===== config.mk =====
export PLATFORM = sky130hd
export DESIGN_NAME = shuffled_lehmer_random_generator_top
export DESIGN_NICKNAME = d
export VERILOG_FILES = /design/src/slrg_pkg.sv /design/src/slrg_ram.sv /design/src/slrg_lehmer.sv /design/src/shuffled_lehmer_random_generator_top.sv
export SDC_FILE = /design/constraint.sdc
export NUM_CORES = 2
export LEC_CHECK = 0
export ABC_CLOCK_PERIOD_IN_PS = 8560
export CAP_MARGIN = 25
export CORE_MARGIN = 2
export CORE_UTILIZATION = 30
export DETAILED_ROUTE_END_ITERATION = 6
export DONT_BUFFER_PORTS = 1
export GPL_TIMING_DRIVEN = 0
export SLEW_MARGIN = 20
export SYNTH_ARGS = -nofsm -noshare
export SYNTH_HDL_FRONTEND = slang
export SYNTH_SLANG_ARGS = --single-unit

===== constraint.sdc =====
create_clock -name clk_i -period 8.56 [get_ports clk_i]
set_clock_uncertainty 0.05 [all_clocks]
set_input_delay 2.568 -clock clk_i [delete_from_list [all_inputs] [get_ports clk_i]]
set_output_delay 2.568 -clock clk_i [all_outputs]
set_load 0.01 [all_outputs]

===== src/slrg_pkg.sv =====
// Shared constants for the shuffled Lehmer random generator.
package slrg_pkg;

  localparam int unsigned ValueW = 31;
  localparam int unsigned MultW  = 15;
  localparam int unsigned ProdW  = ValueW + MultW;

  localparam logic [MultW-1:0]  LehmerMult = 15'd16807;
  localparam logic [ValueW-1:0] LehmerMod  = 31'h7FFF_FFFF;
  localparam int unsigned       WarmupExtra = 8;

endpackage


===== src/slrg_ram.sv =====
// Generic single write port RAM with registered read.
module slrg_ram #(
  parameter int unsigned Width = 31,
  parameter int unsigned Depth = 32
) (
  input  logic                     clk_i,
  input  logic                     we_i,
  input  logic [$clog2(Depth)-1:0] waddr_i,
  input  logic [Width-1:0]         wdata_i,
  input  logic                     re_i,
  input  logic [$clog2(Depth)-1:0] raddr_i,
  output logic [Width-1:0]         rdata_o
);

  logic [Width-1:0] mem_q [Depth];
  logic [Width-1:0] rdata_q;

  always_ff @(posedge clk_i) begin
    if (we_i) begin
      mem_q[waddr_i] <= wdata_i;
    end
    if (re_i) begin
      rdata_q <= mem_q[raddr_i];
    end
  end

  assign rdata_o = rdata_q;

endmodule


===== src/slrg_lehmer.sv =====
// Lehmer step unit: registered 16807*x product, then folding reduction mod 2^31-1.
module slrg_lehmer (
  input  logic                       clk_i,
  input  logic                       en_i,
  input  logic [slrg_pkg::ValueW-1:0] x_i,
  output logic [slrg_pkg::ValueW-1:0] y_o
);

  logic [slrg_pkg::ProdW-1:0]  prod_q;
  logic [slrg_pkg::ProdW-1:0]  prod_d;
  logic [slrg_pkg::ValueW:0]   fold;
  logic [slrg_pkg::ValueW:0]   modulus;

  assign prod_d = slrg_pkg::ProdW'(slrg_pkg::LehmerMult) * slrg_pkg::ProdW'(x_i);

  always_ff @(posedge clk_i) begin
    if (en_i) begin
      prod_q <= prod_d;
    end
  end

  // 2^31 == 1 mod (2^31-1): add high part to low part, one correction
  assign modulus = {1'b0, slrg_pkg::LehmerMod};
  assign fold = {1'b0, prod_q[slrg_pkg::ValueW-1:0]}
              + (slrg_pkg::ValueW+1)'(prod_q[slrg_pkg::ProdW-1:slrg_pkg::ValueW]);

  always_comb begin
    if (fold >= modulus) begin
      y_o = slrg_pkg::ValueW'(fold - modulus);
    end else begin
      y_o = fold[slrg_pkg::ValueW-1:0];
    end
  end

endmodule


===== src/shuffled_lehmer_random_generator_top.sv =====
// Top level: Park-Miller generator with Bays-Durham shuffle table.
//
// Each accepted transaction returns one 31-bit value in 1..2^31-2 (unit fraction is
// value/2147483647). A normal draw keeps the block busy from acceptance to ready
// again: the table slot comes straight from comparing the previous pick with the
// constant slot boundaries, then ST_MUL does the 16807*x multiply with the table
// read, ST_RED the mod 2^31-1 reduction with the table write, and ST_PUSH hands the
// result to the output register, which shows it as ready returns. If the output
// register still holds a result that has not been taken, the last step waits for it.
// The first request after reset, or one with restart set, first reloads the generator
// from the seed register and runs TABLE_DEPTH+8 warm-up steps through the same
// multiplier, each through ST_INIT_MUL and ST_INIT_RED. A seed of 0 or 2^31-1 is
// replaced by 1. The seed is written through cfg_we_i/cfg_wdata_i; the user must
// write it only while the block is idle, which the block itself does not enforce.
module shuffled_lehmer_random_generator_top #(
  parameter int unsigned TABLE_DEPTH = 32
) (
  input  logic                        clk_i,
  input  logic                        rst_ni,
  input  logic                        cfg_we_i,
  input  logic [slrg_pkg::ValueW-1:0] cfg_wdata_i,
  input  logic                        in_valid_i,
  output logic                        in_ready_o,
  input  logic                        restart_i,
  output logic                        out_valid_o,
  input  logic                        out_ready_i,
  output logic [slrg_pkg::ValueW-1:0] value_o
);

  localparam int unsigned SlotW = $clog2(TABLE_DEPTH);
  localparam int unsigned CntW  = $clog2(TABLE_DEPTH + slrg_pkg::WarmupExtra);
  localparam logic [31:0] PickDiv = 32'(1 + (2147483646 / TABLE_DEPTH));

  typedef enum logic [2:0] {
    ST_IDLE,
    ST_INIT_MUL,
    ST_INIT_RED,
    ST_MUL,
    ST_RED,
    ST_PUSH
  } state_e;

  state_e                      state_q;
  logic [slrg_pkg::ValueW-1:0] seed_q;
  logic [slrg_pkg::ValueW-1:0] gen_q;
  logic [slrg_pkg::ValueW-1:0] last_pick_q;
  logic [CntW-1:0]             cnt_q;
  logic                        out_valid_q;
  logic [slrg_pkg::ValueW-1:0] value_q;

  logic [slrg_pkg::ValueW-1:0] seed_fix;
  logic [slrg_pkg::ValueW-1:0] step_val;
  logic [slrg_pkg::ValueW-1:0] rd_data;
  logic [SlotW-1:0]            slot;
  logic                        need_init;
  logic                        mul_en;
  logic                        ram_we;
  logic [SlotW-1:0]            ram_waddr;
  logic                        ram_re;

  assign seed_fix = (seed_q == '0 || seed_q == slrg_pkg::LehmerMod)
                  ? slrg_pkg::ValueW'(1) : seed_q;
  assign need_init = restart_i || (last_pick_q == '0) || (gen_q == '0);

  // slot = last pick / PickDiv, from the constant boundaries k*PickDiv
  always_comb begin
    slot = '0;
    for (int unsigned k = 1; k < TABLE_DEPTH; k++) begin
      if ({1'b0, last_pick_q} >= 32'(k) * PickDiv) begin
        slot = SlotW'(k);
      end
    end
  end

  assign mul_en = (state_q == ST_INIT_MUL) || (state_q == ST_MUL);
  assign ram_re = (state_q == ST_MUL);

  always_comb begin
    ram_we    = 1'b0;
    ram_waddr = slot;
    if (state_q == ST_INIT_RED) begin
      ram_we    = (cnt_q < CntW'(TABLE_DEPTH));
      ram_waddr = cnt_q[SlotW-1:0];
    end else if (state_q == ST_RED) begin
      ram_we    = 1'b1;
    end
  end

  slrg_lehmer u_lehmer (
    .clk_i (clk_i),
    .en_i  (mul_en),
    .x_i   (gen_q),
    .y_o   (step_val)
  );

  slrg_ram #(
    .Width (slrg_pkg::ValueW),
    .Depth (TABLE_DEPTH)
  ) u_table (
    .clk_i   (clk_i),
    .we_i    (ram_we),
    .waddr_i (ram_waddr),
    .wdata_i (step_val),
    .re_i    (ram_re),
    .raddr_i (slot),
    .rdata_o (rd_data)
  );

  always_ff @(posedge clk_i or negedge rst_ni) begin
    if (!rst_ni) begin
      state_q     <= ST_IDLE;
      seed_q      <= slrg_pkg::ValueW'(1);
      gen_q       <= '0;
      last_pick_q <= '0;
      cnt_q       <= '0;
      out_valid_q <= 1'b0;
      value_q     <= '0;
    end else begin
      if (cfg_we_i) begin
        seed_q <= cfg_wdata_i;
      end
      if (state_q == ST_PUSH && (!out_valid_q || out_ready_i)) begin
        value_q     <= last_pick_q;
        out_valid_q <= 1'b1;
      end else if (out_ready_i) begin
        out_valid_q <= 1'b0;
      end
      unique case (state_q)
        ST_IDLE: begin
          if (in_valid_i) begin
            if (need_init) begin
              gen_q   <= seed_fix;
              cnt_q   <= CntW'(TABLE_DEPTH + slrg_pkg::WarmupExtra - 1);
              state_q <= ST_INIT_MUL;
            end else begin
              state_q <= ST_MUL;
            end
          end
        end
        ST_INIT_MUL: begin
          state_q <= ST_INIT_RED;
        end
        ST_INIT_RED: begin
          gen_q <= step_val;
          if (cnt_q == '0) begin
            // entry 0 is the last warm-up value and the first pick
            last_pick_q <= step_val;
            state_q     <= ST_MUL;
          end else begin
            cnt_q   <= cnt_q - CntW'(1);
            state_q <= ST_INIT_MUL;
          end
        end
        ST_MUL: begin
          state_q <= ST_RED;
        end
        ST_RED: begin
          gen_q       <= step_val;
          last_pick_q <= rd_data;
          state_q     <= ST_PUSH;
        end
        ST_PUSH: begin
          if (!out_valid_q || out_ready_i) begin
            state_q <= ST_IDLE;
          end
        end
        default: begin
          state_q <= ST_IDLE;
        end
      endcase
    end
  end

  assign in_ready_o  = (state_q == ST_IDLE);
  assign out_valid_o = out_valid_q;
  assign value_o     = value_q;

  a_busy_after_accept: assert property (
    @(posedge clk_i) disable iff (!rst_ni)
    in_valid_i && in_ready_o |=> !in_ready_o
  ) else $error("block still ready after accepting a transaction");

  a_value_in_range: assert property (
    @(posedge clk_i) disable iff (!rst_ni)
    out_valid_o |-> (value_o != '0) && (value_o != slrg_pkg::LehmerMod)
  ) else $error("result outside 1..2^31-2");

  a_gen_live: assert property (
    @(posedge clk_i) disable iff (!rst_ni)
    state_q == ST_MUL |-> (gen_q != '0) && (last_pick_q != '0)
  ) else $error("draw started from uninitialised generator");

  a_slot_range: assert property (
    @(posedge clk_i) disable iff (!rst_ni)
    state_q == ST_MUL |-> ({1'b0, slot} < (SlotW+1)'(TABLE_DEPTH))
  ) else $error("shuffle slot beyond table depth");

endmodule

==> out/results.tsv <==
stage	metric	value	unit
synthesis	yosys.cell_types.count	91	
critical_path	worst_r2r_endpoint	u_lehmer.prod_q[45]	
clocking	cts_tree	yes	
timing	max_freq	141	MHz
clocking	htree_levels	3	
critical_path	r2r-start	gen_q[7]	
drt	via_count	30200	
finish	layout_commonest_cell	edfxtp_1	
drt	drt_wl_total	151000	µm
timing	relSlewSlack	25.7	%
critical_path	path_max_fanout	6	
die	initial_utilization	30.2	%
min_path	holdPathStages	2	
job	drv_cap	0	
die	boundaryPins	70	
finish	drive_above_1_share	23.4	%
min_path	hold_path_class	reg -> reg	
global_routing	grt_usage	16.0	%
synthesis	synth-edff-count	1069	
global_routing	grt_pass1_vias	30200	
critical_path	required	8950	ps
timing	rsz0062_at_grt	false	
clocking	clk_pin_slew	70	ps
drt	dr.pass1.iters	5	
timing	worst_slew_pin_slew	1110	ps
critical_path	cp.arrival	7480	ps
critical_path	worst_setup_path_end_kind	register	
clocking	clockBufferDepth	3	
finish	fin_nets	3697	
synthesis	syn-cell-area	55200	µm²
finish	multi_input_area	19000	µm²
clocking	clkSinkCount	1203	
global_routing	overflow	0	
clocking	postCtsSetupBuffers	0	
synthesis	synth.avg_cell_area	17.9	µm²
synthesis	ys_warn_count	0	
finish	syn_to_final_growth	16.8	%
synthesis	synth-seq-area-share	64.2	%
drt	drtIter0Drc	3840	
critical_path	critical_path_class	reg -> reg	
drt	wire_per_inst	25.7	µm
clocking	cts_root_buf	clkbuf_16	
synthesis	ys_ff_latch	1203	
finish	final_cell_mix	edfxtp_1, mux4_2, ha_1	
drt	final_antenna_net_count	0	
synthesis	synth_ff_type	edfxtp_1	
drt	vias_per_cell	5.15	
synthesis	syn_nets	3476	
die	die_y	433	µm
finish	regArea	35500	µm²
critical_path	rrSetupSlack	1480	ps
critical_path	reg2regPathDepth	20	
timing	setup-tns-final	0	ps
global_routing	antenna_found_initial	16	
timing	finalSetupViolations	0	
placement	hpwl	109000	µm
drt	route.detailed.drc	0	
clocking	cts_resized	0	
global_routing	grt_pass1_wl	217000	µm
placement	gp_congestion	0.885	
finish	fillers	17000	
die	die_area	187000	µm²
timing	finalCriticalPeriod	7080	ps
synthesis	synthCells	3085	
global_routing	grt_max_degree	135	
clocking	cts_buffers	118	
clocking	hold_buffers	0	
min_path	min_to	last_pick_q[3]	
synthesis	postSynth.asyncResetShare	11.1	%
timing	timing_max_transition_violations_final	0	
die	die_w	433	µm
min_path	hp-start	u_table.rdata_o[3]	
timing	fin_crit_sh	82.8	%
outcome	status	finished, final reports clean	
timing	hold_viol	0	
die	core_area	183000	µm²
critical_path	start_kind	register	
placement	numPortBuffers	0	
clocking	worstSkewPairLatency	730	ps
die	rows	157	
## layout make-up
class | count | area share (%)
antenna | 3 | 0.0116
buffer | 118 | 0.745
clock buffer | 143 | 4.91
clock inverter | 70 | 1.01
inverter | 199 | 1.16
multi-input combinational | 1565 | 29.5
sequential | 1203 | 55.0
tap | 2464 | 4.78
timing repair buffer | 101 | 2.90
## layer usage
layer	vias up	routed length, µm	global-route usage (%)
met1	16000	62900	21.9
met3	223	9420	2.18
met5	-	0	0
met2	1272	73600	26.2
li1	12700	-	-
met4	0	4630	5.20
## worst max-delay path by stage
| stage | from | end | cells after the start |
|---|---|---|---|
| after CTS | gen_q[7] | u_lehmer.prod_q[45] | 20 |
| final | gen_q[7] | u_lehmer.prod_q[45] | 20 |
| after global placement | u_lehmer.prod_q[31] | u_table.mem_q[21][3] | 11 |
| after detailed placement | gen_q[7] | u_lehmer.prod_q[45] | 20 |
| after global routing | gen_q[7] | u_lehmer.prod_q[45] | 20 |
| after floorplan | gen_q[6] | u_lehmer.prod_q[45] | 20 |
## sequential cells by signal, summed over array words and instances (netlist names)
register         cells
cnt_q                6
gen_q               31
last_pick_q         31
out_valid_o          1
seed_q              31
state_q              3
u_lehmer.prod_q     46
u_table.mem_q      992
u_table.rdata_o     31
value_o             31
## through the flow
step	setup slack [ps]	cells	cell area [µm²]	hold WS, ps	util (%)
2_1_floorplan	2590	3085	55200	401	-
3_3_place_gp	499	5549	58300	412	31.9
3_5_place_dp	1540	5635	60400	419	33.1
4_1_cts	1450	5848	64300	434	35.1
5_1_grt	1200	5866	64500	443	35.3
6_report	1480	5866	64500	433	35.3
## kinds of logic after synthesis
family / count (synthesis) / synth area share [%]
adders and majority gates: 354 / 9.84
AOI/OAI and AO/OA: 358 / 4.57
muxes: 406 / 14.6
DFF: 1203 / 64.2
buffers and inverters: 317 / 2.20
and+or+nand+nor: 377 / 3.47
xor gates and xnor gates: 70 / 1.11
## cell usage after synthesis (6+ instances only)
master | number | area (µm²)
buf_1 | 25 | 93.8
a22oi_1 | 39 | 293
edfxtp_1 | 1069 | 32100
a31oi_1 | 11 | 68.8
inv_1 | 198 | 743
a21o_1 | 34 | 255
nand4_1 | 25 | 156
o21a_1 | 14 | 105
nand2_1 | 86 | 323
a211oi_1 | 12 | 90.1
o21ai_0 | 79 | 395
and2_1 | 13 | 81.3
xnor2_1 | 48 | 420
mux4_2 | 310 | 6980
nor2b_1 | 9 | 56.3
nor2_1 | 100 | 375
a22o_1 | 6 | 52.6
o211ai_1 | 8 | 60.1
a211o_1 | 6 | 52.6
ha_1 | 220 | 2750
mux2_2 | 93 | 1050
nor3_1 | 35 | 175
xor2_1 | 22 | 193
clkbuf_1 | 82 | 308
nand3_1 | 24 | 120
dfrtp_1 | 133 | 3330
a21oi_1 | 58 | 290
o31ai_1 | 6 | 45.0
o21ai_1 | 6 | 30.0
o21bai_1 | 6 | 45.0
nor3b_1 | 8 | 60.1
buf_2 | 9 | 45.0
nor4_1 | 20 | 125
fa_1 | 134 | 2680
and3_1 | 20 | 125
## critical path: stages, from the launching register on
cell and delay (ps):
dfrtp_1 680, inv_1 270, fa_1 560, inv_1 40
ha_1 270, ha_1 290, ha_1 270, inv_1 50
fa_1 510, fa_1 560, inv_1 50, ha_1 340
or3_1 410, o2111ai_1 150, a41oi_1 300, a221o_1 450
a211oi_1 480, o21ai_0 320, a31o_2 330, a31o_2 260
and2_1 150
Power is not shown: default switching activity piles up to over one toggle a cycle in this logic, so the estimate is an artifact.
